## src/rtl/core/b64e_pkg.sv

```systemverilog
// Shared types, constants and the sextet-to-character map for the Base64 encoder.
package b64e_pkg;

  localparam int unsigned ByteW = 8;
  localparam int unsigned CharW = 7;
  localparam int unsigned SextW = 6;
  localparam int unsigned MaxChars = 4;
  localparam int unsigned CharIdxW = 2;

  localparam logic [CharW-1:0] PadChar = 7'd61;
  localparam logic [CharW-1:0] UpperA = 7'd65;
  localparam logic [CharW-1:0] LowerA = 7'd97;
  localparam logic [CharW-1:0] Digit0 = 7'd48;
  localparam logic [CharW-1:0] PlusChar = 7'd43;
  localparam logic [CharW-1:0] SlashChar = 7'd47;

  localparam logic [1:0] Phase0 = 2'd0;
  localparam logic [1:0] Phase1 = 2'd1;
  localparam logic [1:0] Phase2 = 2'd2;

  typedef struct packed {
    logic [ByteW-1:0] data_byte;
    logic             final_byte;
  } in_item_t;

  typedef struct packed {
    logic [CharW-1:0] out_char;
    logic             end_of_text;
  } out_item_t;

  typedef struct packed {
    logic [MaxChars-1:0][CharW-1:0] chars;
    logic [CharIdxW-1:0]            last_idx;
    logic                           eot;
  } char_cmd_t;

  function automatic logic [CharW-1:0] sextet_char(input logic [SextW-1:0] v);
    logic [CharW-1:0] v7;
    v7 = {1'b0, v};
    if (v < 6'd26) begin
      return UpperA + v7;
    end else if (v < 6'd52) begin
      return LowerA + v7 - 7'd26;
    end else if (v < 6'd62) begin
      return Digit0 + v7 - 7'd52;
    end else if (v == 6'd62) begin
      return PlusChar;
    end else begin
      return SlashChar;
    end
  endfunction

endpackage

```

## src/rtl/core/b64e_front.sv

```systemverilog
// Input side: takes bytes, tracks the group phase and builds character commands.
module b64e_front import b64e_pkg::*; (
  input  logic      clk_i,
  input  logic      rst_ni,
  input  logic      push,
  input  in_item_t  in_data_i,
  input  logic      fifo_full_i,
  output logic      full,
  output logic      cmd_push_o,
  output char_cmd_t cmd_o
);

  logic [1:0] phase_q, phase_d;
  logic [3:0] carry_q, carry_d;
  logic       accept;
  logic [ByteW-1:0] b;
  logic       fin;

  assign full = fifo_full_i;
  assign accept = push && !fifo_full_i;
  assign cmd_push_o = accept;
  assign b = in_data_i.data_byte;
  assign fin = in_data_i.final_byte;

  always_comb begin
    cmd_o = '0;
    cmd_o.eot = fin;
    phase_d = phase_q;
    carry_d = carry_q;
    case (phase_q)
      Phase1: begin
        cmd_o.chars[0] = sextet_char({carry_q[1:0], b[7:4]});
        cmd_o.chars[1] = sextet_char({b[3:0], 2'b00});
        cmd_o.chars[2] = PadChar;
        cmd_o.last_idx = fin ? 2'd2 : 2'd0;
        carry_d = b[3:0];
        phase_d = Phase2;
      end
      Phase2: begin
        cmd_o.chars[0] = sextet_char({carry_q, b[7:6]});
        cmd_o.chars[1] = sextet_char(b[5:0]);
        cmd_o.last_idx = 2'd1;
        carry_d = 4'd0;
        phase_d = Phase0;
      end
      default: begin
        cmd_o.chars[0] = sextet_char(b[7:2]);
        cmd_o.chars[1] = sextet_char({b[1:0], 4'b0000});
        cmd_o.chars[2] = PadChar;
        cmd_o.chars[3] = PadChar;
        cmd_o.last_idx = fin ? 2'd3 : 2'd0;
        carry_d = {2'b00, b[1:0]};
        phase_d = Phase1;
      end
    endcase
    if (fin) begin
      phase_d = Phase0;
      carry_d = 4'd0;
    end
  end

  always_ff @(posedge clk_i or negedge rst_ni) begin
    if (!rst_ni) begin
      phase_q <= Phase0;
      carry_q <= 4'd0;
    end else if (accept) begin
      phase_q <= phase_d;
      carry_q <= carry_d;
    end
  end

endmodule

```

## src/rtl/core/b64e_cmd_fifo.sv

```systemverilog
// Short command queue between the input side and the character serializer.
module b64e_cmd_fifo import b64e_pkg::*; #(
  parameter int unsigned Depth = 2
) (
  input  logic      clk_i,
  input  logic      rst_ni,
  input  logic      wr_i,
  input  char_cmd_t wr_data_i,
  input  logic      rd_i,
  output char_cmd_t rd_data_o,
  output logic      full_o,
  output logic      valid_o
);

  localparam int unsigned PtrW = (Depth > 1) ? $clog2(Depth) : 1;
  localparam int unsigned CntW = $clog2(Depth + 1);
  localparam logic [PtrW-1:0] LastPtr = PtrW'(Depth - 1);
  localparam logic [CntW-1:0] DepthCnt = CntW'(Depth);

  char_cmd_t mem_q [Depth];
  logic [PtrW-1:0] wr_ptr_q, rd_ptr_q;
  logic [CntW-1:0] cnt_q;
  logic do_wr, do_rd;

  assign full_o = (cnt_q == DepthCnt);
  assign valid_o = (cnt_q != '0);
  assign do_wr = wr_i && !full_o;
  assign do_rd = rd_i && valid_o;
  assign rd_data_o = mem_q[rd_ptr_q];

  always_ff @(posedge clk_i) begin
    if (do_wr) begin
      mem_q[wr_ptr_q] <= wr_data_i;
    end
  end

  always_ff @(posedge clk_i or negedge rst_ni) begin
    if (!rst_ni) begin
      wr_ptr_q <= '0;
      rd_ptr_q <= '0;
      cnt_q <= '0;
    end else begin
      if (do_wr) begin
        wr_ptr_q <= (wr_ptr_q == LastPtr) ? '0 : wr_ptr_q + 1'b1;
      end
      if (do_rd) begin
        rd_ptr_q <= (rd_ptr_q == LastPtr) ? '0 : rd_ptr_q + 1'b1;
      end
      if (do_wr && !do_rd) begin
        cnt_q <= cnt_q + 1'b1;
      end else if (do_rd && !do_wr) begin
        cnt_q <= cnt_q - 1'b1;
      end
    end
  end

endmodule

```

## src/rtl/core/b64e_back.sv

```systemverilog
// Output side: walks each command one character per cycle into the result register while the receiver keeps popping.
module b64e_back import b64e_pkg::*; (
  input  logic      clk_i,
  input  logic      rst_ni,
  input  logic      cmd_valid_i,
  input  char_cmd_t cmd_i,
  output logic      cmd_pop_o,
  input  logic      pop,
  output logic      empty,
  output out_item_t out_data_o
);

  logic                out_valid_q;
  out_item_t           out_q;
  logic [CharIdxW-1:0] idx_q;
  logic                take;
  logic                load;
  logic                at_last;

  assign take = pop && out_valid_q;
  assign load = cmd_valid_i && (!out_valid_q || take);
  assign at_last = (idx_q == cmd_i.last_idx);
  assign cmd_pop_o = load && at_last;
  assign empty = !out_valid_q;
  assign out_data_o = out_q;

  always_ff @(posedge clk_i) begin
    if (load) begin
      out_q.out_char <= cmd_i.chars[idx_q];
      out_q.end_of_text <= cmd_i.eot && at_last;
    end
  end

  always_ff @(posedge clk_i or negedge rst_ni) begin
    if (!rst_ni) begin
      out_valid_q <= 1'b0;
      idx_q <= '0;
    end else begin
      if (load) begin
        out_valid_q <= 1'b1;
        idx_q <= at_last ? '0 : idx_q + 1'b1;
      end else if (take) begin
        out_valid_q <= 1'b0;
      end
    end
  end

endmodule

```

## src/rtl/core/base64_stream_encoder.sv

```systemverilog
// Top level of the Base64 stream encoder.
// Encodes a byte stream into standard Base64 characters with '=' padding, one
// byte per input transfer and one character per output transfer; end_of_text
// marks the last character of each message. A byte turns into one to four
// characters; the serializer delivers one character per cycle while the
// receiver keeps popping, and sets the pace. Mid-stream a byte yields at most
// two characters (the third byte of a group yields two), so a full group of
// three bytes yields four; a final byte yields up to four with its pads.
// Up to CmdDepth bytes may wait between the two sides before full rises.
module base64_stream_encoder import b64e_pkg::*; #(
  parameter int unsigned CmdDepth = 2
) (
  input  logic      clk_i,
  input  logic      rst_ni,
  input  logic      push,
  output logic      full,
  input  in_item_t  in_data_i,
  output logic      empty,
  input  logic      pop,
  output out_item_t out_data_o
);

  logic      fifo_full;
  logic      cmd_push;
  char_cmd_t cmd_wr;
  logic      cmd_pop;
  logic      cmd_valid;
  char_cmd_t cmd_rd;

  b64e_front u_front (
    .clk_i       (clk_i),
    .rst_ni      (rst_ni),
    .push        (push),
    .in_data_i   (in_data_i),
    .fifo_full_i (fifo_full),
    .full        (full),
    .cmd_push_o  (cmd_push),
    .cmd_o       (cmd_wr)
  );

  b64e_cmd_fifo #(
    .Depth (CmdDepth)
  ) u_fifo (
    .clk_i     (clk_i),
    .rst_ni    (rst_ni),
    .wr_i      (cmd_push),
    .wr_data_i (cmd_wr),
    .rd_i      (cmd_pop),
    .rd_data_o (cmd_rd),
    .full_o    (fifo_full),
    .valid_o   (cmd_valid)
  );

  b64e_back u_back (
    .clk_i       (clk_i),
    .rst_ni      (rst_ni),
    .cmd_valid_i (cmd_valid),
    .cmd_i       (cmd_rd),
    .cmd_pop_o   (cmd_pop),
    .pop         (pop),
    .empty       (empty),
    .out_data_o  (out_data_o)
  );

endmodule

```

## config.mk

```make
export PLATFORM = sky130hd
export DESIGN_NAME = base64_stream_encoder
export DESIGN_NICKNAME = d
export VERILOG_FILES = /design/src/rtl/core/b64e_pkg.sv /design/src/rtl/core/b64e_front.sv /design/src/rtl/core/b64e_cmd_fifo.sv /design/src/rtl/core/b64e_back.sv /design/src/rtl/core/base64_stream_encoder.sv
export SDC_FILE = /design/constraint.sdc
export NUM_CORES = 1
export LEC_CHECK = 0
export BUFFER_PORTS_ARGS = -buffer_cell sky130_fd_sc_hd__clkbuf_2
export CORE_ASPECT_RATIO = 1.2
export CORE_MARGIN = 2
export CORE_UTILIZATION = 45
export CTS_BUF_LIST = sky130_fd_sc_hd__clkbuf_16
export DETAILED_ROUTE_END_ITERATION = 10
export PLACE_DENSITY = 0.67
export REMOVE_ABC_BUFFERS = 1
export SETUP_SLACK_MARGIN = 0.5
export SKIP_LAST_GASP = 1
export SYNTH_ARGS = -nofsm -noshare
export SYNTH_HDL_FRONTEND = slang
export SYNTH_SLANG_ARGS = --single-unit
```

## constraint.sdc

```tcl
create_clock -name clk_i -period 4.7 [get_ports clk_i]
set_input_delay 0.235 -clock clk_i [delete_from_list [all_inputs] [get_ports clk_i]]
set_output_delay 0.235 -clock clk_i [all_outputs]
set_load 0.05 [all_outputs]
```

**After elaboration in Yosys (flattened, before gate mapping)**

Memory sizes are Yosys's and may differ from the RTL's.
Index checks and enable logic that the tools add are counted.

- Flip-flop bits (word level): 21
- Memory bits (writable): 58
- Input port bits: 13
- Output and inout port bits: 10
- Word-level logic and storage cells: 132
- Memories: 1

- Add/sub/neg operators: 35
- $lt $le $gt $ge: 19
- Equal/unequal tests: 8
- Multiplexer cells: 42
- Reductions and logical operators: 18

Memories:

| name | depth | width | rd ports | clocked after memory_dff | write ports | RTL line | RTL |
|---|---|---|---|---|---|---|---|
| u_fifo.mem_q | 2 | 29 | 1 | 0 | 1 | b64e_cmd_fifo.sv:20 | `char_cmd_t mem_q [Depth];` |

Operators by type and width:

| operator | count |
|---|---|
| 7-bit 2-to-1 mux | 19 |
| 7-bit by 6-bit adder with 7-bit output, first input constant | 12 |
| 6-bit less-than comparator, second input constant | 12 |
| 6-bit by 6-bit adder with 7-bit output, first input constant | 6 |
| 7-bit by 5-bit subtractor with 7-bit output, second input constant | 6 |
| 7-bit by 6-bit subtractor with 7-bit output, second input constant | 6 |
| 6-bit by 5-bit less-than comparator with 1-bit output, second input constant | 6 |
| 16-bit one-hot mux with 2 select lines | 1 |
| 6-bit == test, second input constant | 4 |
| 7-bit binary-select mux with 2-bit select | 1 |
| 2-bit 2-to-1 mux | 6 |
| 3-bit 2-to-1 mux | 4 |
| 6-bit 2-to-1 mux | 2 |
| 1-bit logical AND | 9 |
| 4-bit one-hot mux with 2 select lines | 1 |
| 1-bit 2-to-1 mux | 6 |
| 2-bit nonzero test | 3 |
| 2-bit by 1-bit adder with 2-bit output, second input constant | 2 |
| 2-bit == test, second input constant | 2 |
| 1-bit logical NOT | 4 |
| 4-bit 2-to-1 mux | 1 |
| 2-bit one-hot mux with 2 select lines | 1 |
| 2-bit by 3-bit less-than comparator with 1-bit output, second input constant | 1 |
| 1-bit adder, second input constant | 2 |
| 5 further kinds | 5 |

**Logic depth before layout (Yosys ltp)**

Gate-level depths: netlist of the first run.

- Depth after elaboration: 8
- Mapped depth: 9
- Gate-level depth less buffers: 8

**By module**

Synthesis of the first run repeated with hierarchy kept, for this count alone.

- Cell total of the unflattened synthesis: 498
- Area, all modules: 5511.5 um^2

Modules (own cells, without submodules):

| module | times used | cells each | area an instance (um^2) | sequential area each (um^2) |
|---|---|---|---|---|
| b64e_cmd_fifo | 1 | 116 | 2591.2 | 1961.9 |
| b64e_front | 1 | 346 | 2322.2 | 150.1 |
| b64e_back | 1 | 36 | 598.1 | 315.3 |

**Worst setup path before layout of the first run**

No wires, ideal clock.

- Kind: input port to flip-flop
- Start point: in in_data_i[7] (netlist bit)
- End point: mem u_fifo.mem_q[0][8] (netlist bit), data pin
- Library setup time: 268 ps
- Arrival time: 1831 ps
- Data required time: 4432 ps
- Path slack: 2601 ps
- Stages on the path: 9
- Buffers on the path: 2
- Path through: buf_2 -> inv_1 -> ha_1 -> nand2b_1 -> buf_4 -> a21oi_1 -> nor3b_1 -> a2111oi_1 -> o41a_1

RTL lines:

| what | RTL line | RTL |
|---|---|---|
| start, declared | base64_stream_encoder.sv:17 | `input in_item_t in_data_i,` |
| end, declared | b64e_cmd_fifo.sv:20 |  |

==> results.md, run 1 <==
* Status: finished clean
* Endpoint kind of the worst setup timing path: flop
* CTS clk-pin slew, worst paths at 0.05 ns
* Slowest-stage cell, CP: ha_1
* Die W at 91.1 µm
* Initial Utilization at 45.9%
* Area contributors post-synth: edfxtp_1 34%, dfrtp_1 7.9%, ha_1 7.0%
* Number of remaining DRC errors at 0
* Synth warn at 0
* Worst Setup Path Type: flop to flop
* CTS tree: done
* Slowest stage delay, CP at 0.77 ns
* Cell family with the largest share of critical-path delay: adder cells
* Hold Violations, Final at 0
* Max VDD drop at 0.000207 V
* Buf+Inv Stages, Crit Path at 2
* EDFF count, synth at 46
* Syn Inst Count at 404
* I/O pins at 23
* CTS Buffer Depth at 2
* Async SR Flop Fraction at 22.0%
* Worst slew margin at 32.1%
* TritonRoute pass-1 iters at 5
* PnR Total Power at 2820 µW
* Clk Latency, worst-skew pair at 0.32 ns
* Vias in the first global route at 3070
* First-pass GRT wire length at 16.0 mm
* DP HPWL at 6.83 mm
* Arrival time at the worst endpoint at 2.68 ns
* CP required at 4.73 ns
* Via count at 3257
* Ant. Diodes at 0
* Area leader, netlist: edfxtp_1
* FF+latch area at 0.00171 mm²
* Setup crit start kind: flop
* Grt total ovfl at 0
* Max Cap Viol at 0
* Layout cells sized above 1 at 12.2%
* Cell Area, Synth at 0.00410 mm²
* Fin crit period at 2.65 ns
* Setup_tns at 0 ns
* Initial antenna violation count at 0
* Post-synthesis sequential area ratio at 41.6%
* Post-synthesis cell type count at 66
* Clk sinks at 59
* Mean Syn Cell Area at 10.1 µm²
* Worst-path maximum fanout at 20
* Pleak at 0.00174 µW
* Worst Tran Pin Value at 1.02 ns
* Number of fill cells at 845
* Full die area at 0.00989 mm²
* Synth Register Bits at 59
* CP cell instances: inv_1 -> ha_1 -> clkinv_1 -> nand2_1 -> a31o_2 -> o211ai_1
* Worst Skew at 0.00596 ns
* FMAX at 378 MHz
* Pin count of the biggest net entering global routing at 21
* Area growth syn-to-layout at 9.98%
* Fin. max-slew vios at 0
* Fin nets at 449
* Hold Crit Start: pop
* Most common flop cell mapped by yosys: edfxtp_1
* I/O Buffers at 22
* Period Utilization, post-route at 56.3%
* Post-route ant nets at 0
* RSZ-0062 raised after global routing: no
* Drt via density at 6.05
* # setup viols final at 0
* Final WL at 9.63 mm
* # resized after CTS at 0
* Footprint of the multi-input gates at 0.00213 mm²
* Std-Cell Rows at 38
* Area share of the largest cell type after synthesis at 33.7%
* RR Startpoint: u_front.phase_q[0]$_DFFE_PN0P_
* Gr usage total at 20.5%
* Detailed Route Iter0 Violations at 357
* Root Buffer: clkbuf_16
* DIE HEIGHT at 109 µm
* Post-route cell area at 0.00451 mm²
* Wire per inst at 17.9 µm
* Pwr Density at 626 mW/mm²
* Area after DPL at 0.00422 mm²
* Core Region at 0.00894 mm²
* CP Launch Point: u_front.phase_q[0]$_DFFE_PN0P_
* TritonCTS buffer count at 9
* H-tree levels at 3
* Min-delay worst type: input pin to flop
* RePlAce Congestion at 0.974
==> flip-flops by register name, summed over array words and instances (netlist names) <==
register,cells
u_fifo.rd_ptr_q,1
u_back.out_data_o,8
u_back.out_valid_q,1
u_front.phase_q,2
u_fifo.cnt_q,2
u_front.carry_q,4
u_fifo.wr_ptr_q,1
u_fifo.mem_q,38
u_back.idx_q,2
==> logic make-up (layout without fill, tap and decap cells) <==
logic type                 Yosys count  count (layout)  share of synthesized area [%]
AOI/OAI and AO/OA                  128             128                           21.5
buffers and inverters               57              71                           6.35
xor gates and xnor gates            23              23                           4.91
adders and majority gates           23              23                           7.02
muxes                               18              18                           6.87
DFF                                 59              59                           41.6
and+or+nand+nor                     96              96                           11.7
==> cells in the final DEF (no fill, tap or decap), drive strengths merged, types with 3 or more instances in the layout <==
cell     synthesis  routed
a21o             7       7
edfxtp          46      46
a211oi           3       3
o31ai            3       3
nand3           13      13
o211ai          12      12
o31a             3       3
nand2b           7       7
o311ai           6       6
nor3             8       8
mux4             8       8
a211o            3       3
a21oi           23      23
clkbuf          12      32
inv             29      32
dfrtp           13      13
nor2b            8       8
nand2           25      25
a221oi           6       6
xor2             5       5
or3              4       4
and3             3       3
nor2            19      19
clkinv           2       5
o2bb2ai          3       3
ha              23      23
mux2i            9       9
xnor2           18      18
o21ai           26      26
a31oi           11      11
==> layer usage <==
layer  track usage [%]  vias up  part of all wire [%]  routed length, µm
li1                  -     1539                     -                  -
met5                 0        -                     0                  0
met4              9.09        0                   2.9                276
met1              26.5     1580                    42               4020
met2              34.4      115                    50               4860
met3              2.72       23                   4.9                471
==> synthesized netlist by cell type (all sizes together) (5+ instances only) <==
cell type  instances
nand2             25
a221oi             6
xor2               5
nor2b              8
o211ai            12
o311ai             6
a21oi             23
buf               14
a21o               7
a31oi             11
nor2              19
mux4               8
clkbuf            12
nor3               8
edfxtp            46
nand3             13
o21ai             26
mux2i              9
ha                23
xnor2             18
inv               29
dfrtp             13
nand2b             7
==> final cells by class <==
class | count | area share [%]
repair buffers | 24 | 2.83
multi-input cells | 288 | 47.3
clock buffers | 10 | 5.55
inverters | 31 | 2.58
clock inverters | 6 | 0.555
flip-flops and latches | 59 | 37.8
well taps | 120 | 3.33
==> where the power goes <==
group          internal [µW]  total, µW  leakage [µW]  switching, µW
Combinational            435       1210      0.000998            773
Sequential               881       1020      0.000589            143
Clock                    378        588      0.000149            210
Total                   1690       2820       0.00174           1130
==> final timing paths <==
kind | to | slack [ns] | cells past startpoint
max reg2reg | u_fifo.mem_q[1][7]$_DFFE_PP_ | 2.05 | 6
min reg2reg | u_fifo.wr_ptr_q$_DFFE_PN0P_ | 0.49 | 1
max in group asynchronous | u_back.idx_q[0]$_DFFE_PN0N_ | 4.08 | 2
min in group asynchronous | u_front.carry_q[2]$_DFFE_PN0P_ | 0.35 | 2
max | u_fifo.mem_q[1][7]$_DFFE_PP_ | 2.05 | 6
min | u_back.out_valid_q$_DFFE_PN0P_ | 0.11 | 2
==> through the flow <==
step	hold WS [ns]	setup WS (ns)	std cells	util [%]
floorplan	-0.0606	2.53	378	-
global placement	0.151	2.06	521	47.3
detailed placement	0.167	2.04	521	47.3
CTS	0.103	2.11	538	50.4
global route	0.144	1.90	538	50.4
finish	0.110	2.05	538	50.4
==> repair_timing <==
| item | 4_1_cts | 5_1_grt |
|---|---|---|
| hold buffers | 1 | 0 |
| endpoints found under the hold margin | 13 | 0 |
| buffers inserted | 0 | 0 |
(Power assumes the default switching activity.)
==> run 2, diff against run 1 <==
- clock period: 4.7 -> 2.5 ns (I/O delays scaled with it)
==> run 2 against run 1 <==
Die area unchanged. Clock-buffer cell count decreased by 1. Clock power increased to 2.5 times the previous value. Critical path type unchanged. Largest cell class unchanged.
==> results.md, run 2 (synthesis gave the netlist of run 1 again) <==
* Pwr Density at 1230 mW/mm²
* Pleak at 0.00194 µW
* Clk sinks at 59
* Final WL at 10.6 mm
* Worst Skew at 0.00668 ns
* Number of remaining DRC errors at 0
* CTS Buffer Depth at 2
* Worst Setup Path Type: flop to flop
* Hold Violations, Final at 0
* TritonRoute pass-1 iters at 7
* Initial antenna violation count at 0
* Via count at 3508
* First-pass GRT wire length at 16.7 mm
* Pin count of the biggest net entering global routing at 20
* DIE HEIGHT at 109 µm
* Worst slew margin at 55.7%
* Worst Tran Pin Value at 0.657 ns
* Status: finished clean
* Slowest stage delay, CP at 0.41 ns
* Full die area at 0.00989 mm²
* Std-Cell Rows at 38
* Die W at 91.1 µm
* Endpoint kind of the worst setup timing path: flop
* I/O Buffers at 22
* CTS tree: done
* RSZ-0062 raised after global routing: yes
* Area growth syn-to-layout at 22.7%
* Fin. max-slew vios at 0
* Layout cells sized above 1 at 26.7%
* Commonest non-fill, non-tap cells in the layout: 46 x edfxtp_1, 32 x buf_4, 27 x inv_1, 23 x nand2_1, 22 x clkbuf_2
* Ant. Diodes at 0
* Top reg by flops: u_fifo.mem_q
* CP required at 2.54 ns
* Max VDD drop at 0.000513 V
* # setup viols final at 0
* FMAX at 489 MHz
* Period Utilization, post-route at 81.7%
* Dpl cells at 540
* Fin cells at 570
* CP cell instances: clkinv_4 -> buf_4 -> ha_4 -> a21oi_4 -> and2_4 -> buf_4 -> a31oi_1 -> a31oi_1 -> a32oi_2
* Worst-case reg-to-reg path depth at 9
* Final setup margin at 0.457 ns
* Max FFs per register at 38
* Hold Path Depth at 2
* Initial Utilization at 45.9%
* Fin nets at 481
* Drt via density at 6.15
* Fin crit period at 2.04 ns
* Max Cap Viol at 0
* Grt total ovfl at 0
* Setup_tns at 0 ns
* Core Region at 0.00894 mm²
* Slowest-stage cell, CP: dfrtp_2
* CTS clk-pin slew, worst paths at 0.05 ns
* Most common cell after layout, fill and taps aside: edfxtp_1
* RePlAce Congestion at 0.984
* DP HPWL at 7.30 mm
* Dpl ws at 0.230 ns
* Wire per inst at 18.7 µm
* H-tree levels at 3
* Worst-path maximum fanout at 5
* Arrival time at the worst endpoint at 2.09 ns
* TritonCTS buffer count at 9
* Setup crit start kind: flop
* I/O pins at 23
* Post-route ant nets at 0
* Vias in the first global route at 3316
* Gr usage total at 21.5%
* Clk Latency, worst-skew pair at 0.33 ns
* Root Buffer: clkbuf_16
* Detailed Route Iter0 Violations at 307
* Min-delay worst type: input pin to flop
==> run 2: timing repair <==
item,in CTS,in global routing
resized for setup,27,26
setup endpoints to repair,15,19
pin swaps,5,11
setup buffers,3,10
gates cloned,0,0
endpoints found under the hold margin,13,0
hold buffers,1,0
==> run 2: metrics by stage <==
stage | util [%] | hold slack, ns | power, µW | cell area [µm²]
2_1_floorplan | - | -0.171 | 3570 | 3960
3_3_place_gp | 48.9 | 0.0491 | 4210 | 4370
3_5_place_dp | 48.9 | 0.0565 | 4290 | 4370
4_1_cts | 54.2 | 0.00350 | 5940 | 4840
5_1_grt | 56.3 | 0.0269 | 6520 | 5030
6_report | 56.3 | 0.00772 | 6210 | 5030
==> run 2: cell type report <==
cell class                 count  area [µm²]
fill                         778        3910
clock inverter                 7         131
tap                          120         150
inverter                      31         128
clock buffer                   9         225
timing repair buffer          56         372
sequential                    59        1710
multi-input combinational    288        2320
==> run 2: path summary, 6_finish.rpt <==
path	from	to	slack, ns
max in group asynchronous	rst_ni	u_fifo.rd_ptr_q$_DFFE_PN0P_	1.97
setup reg to reg	u_front.carry_q[1]$_DFFE_PN0P_	u_fifo.mem_q[0][5]$_DFFE_PP_	0.46
hold reg to reg	u_fifo.wr_ptr_q$_DFFE_PN0P_	u_fifo.wr_ptr_q$_DFFE_PN0P_	0.51
min in group asynchronous	rst_ni	u_front.carry_q[2]$_DFFE_PN0P_	0.25
hold / removal	pop	u_back.out_valid_q$_DFFE_PN0P_	0.008
setup / recovery	u_front.carry_q[1]$_DFFE_PN0P_	u_fifo.mem_q[0][5]$_DFFE_PP_	0.46
==> run 2: routing by layer <==
| layer | global-route usage, % | up-vias | share of wire, % |
|---|---|---|---|
| met4 | 10.5 | 0 | 4.3 |
| met1 | 26.0 | 1695 | 39 |
| li1 | - | 1604 | - |
| met2 | 37.2 | 170 | 50 |
| met5 | 0 | - | 0 |
| met3 | 3.62 | 39 | 6.3 |
==> run 2: power breakdown <==
| group | total [µW] | internal [µW] | switching (µW) |
|---|---|---|---|
| sequential | 1860 | 1660 | 197 |
| clock | 1490 | 1060 | 423 |
| combinational | 2860 | 1110 | 1750 |
==> run 2: worst max-delay path, delay by kind of cell, from the launching register on <==
| family | cells | cell delay [ns] |
|---|---|---|
| AO/OA/AOI/OAI | 4 | 0.59 |
| flip-flops | 1 | 0.41 |
| buffers and inverters | 3 | 0.36 |
| AND/OR/NAND/NOR | 1 | 0.22 |
| adder cells (fa/ha/maj) | 1 | 0.17 |
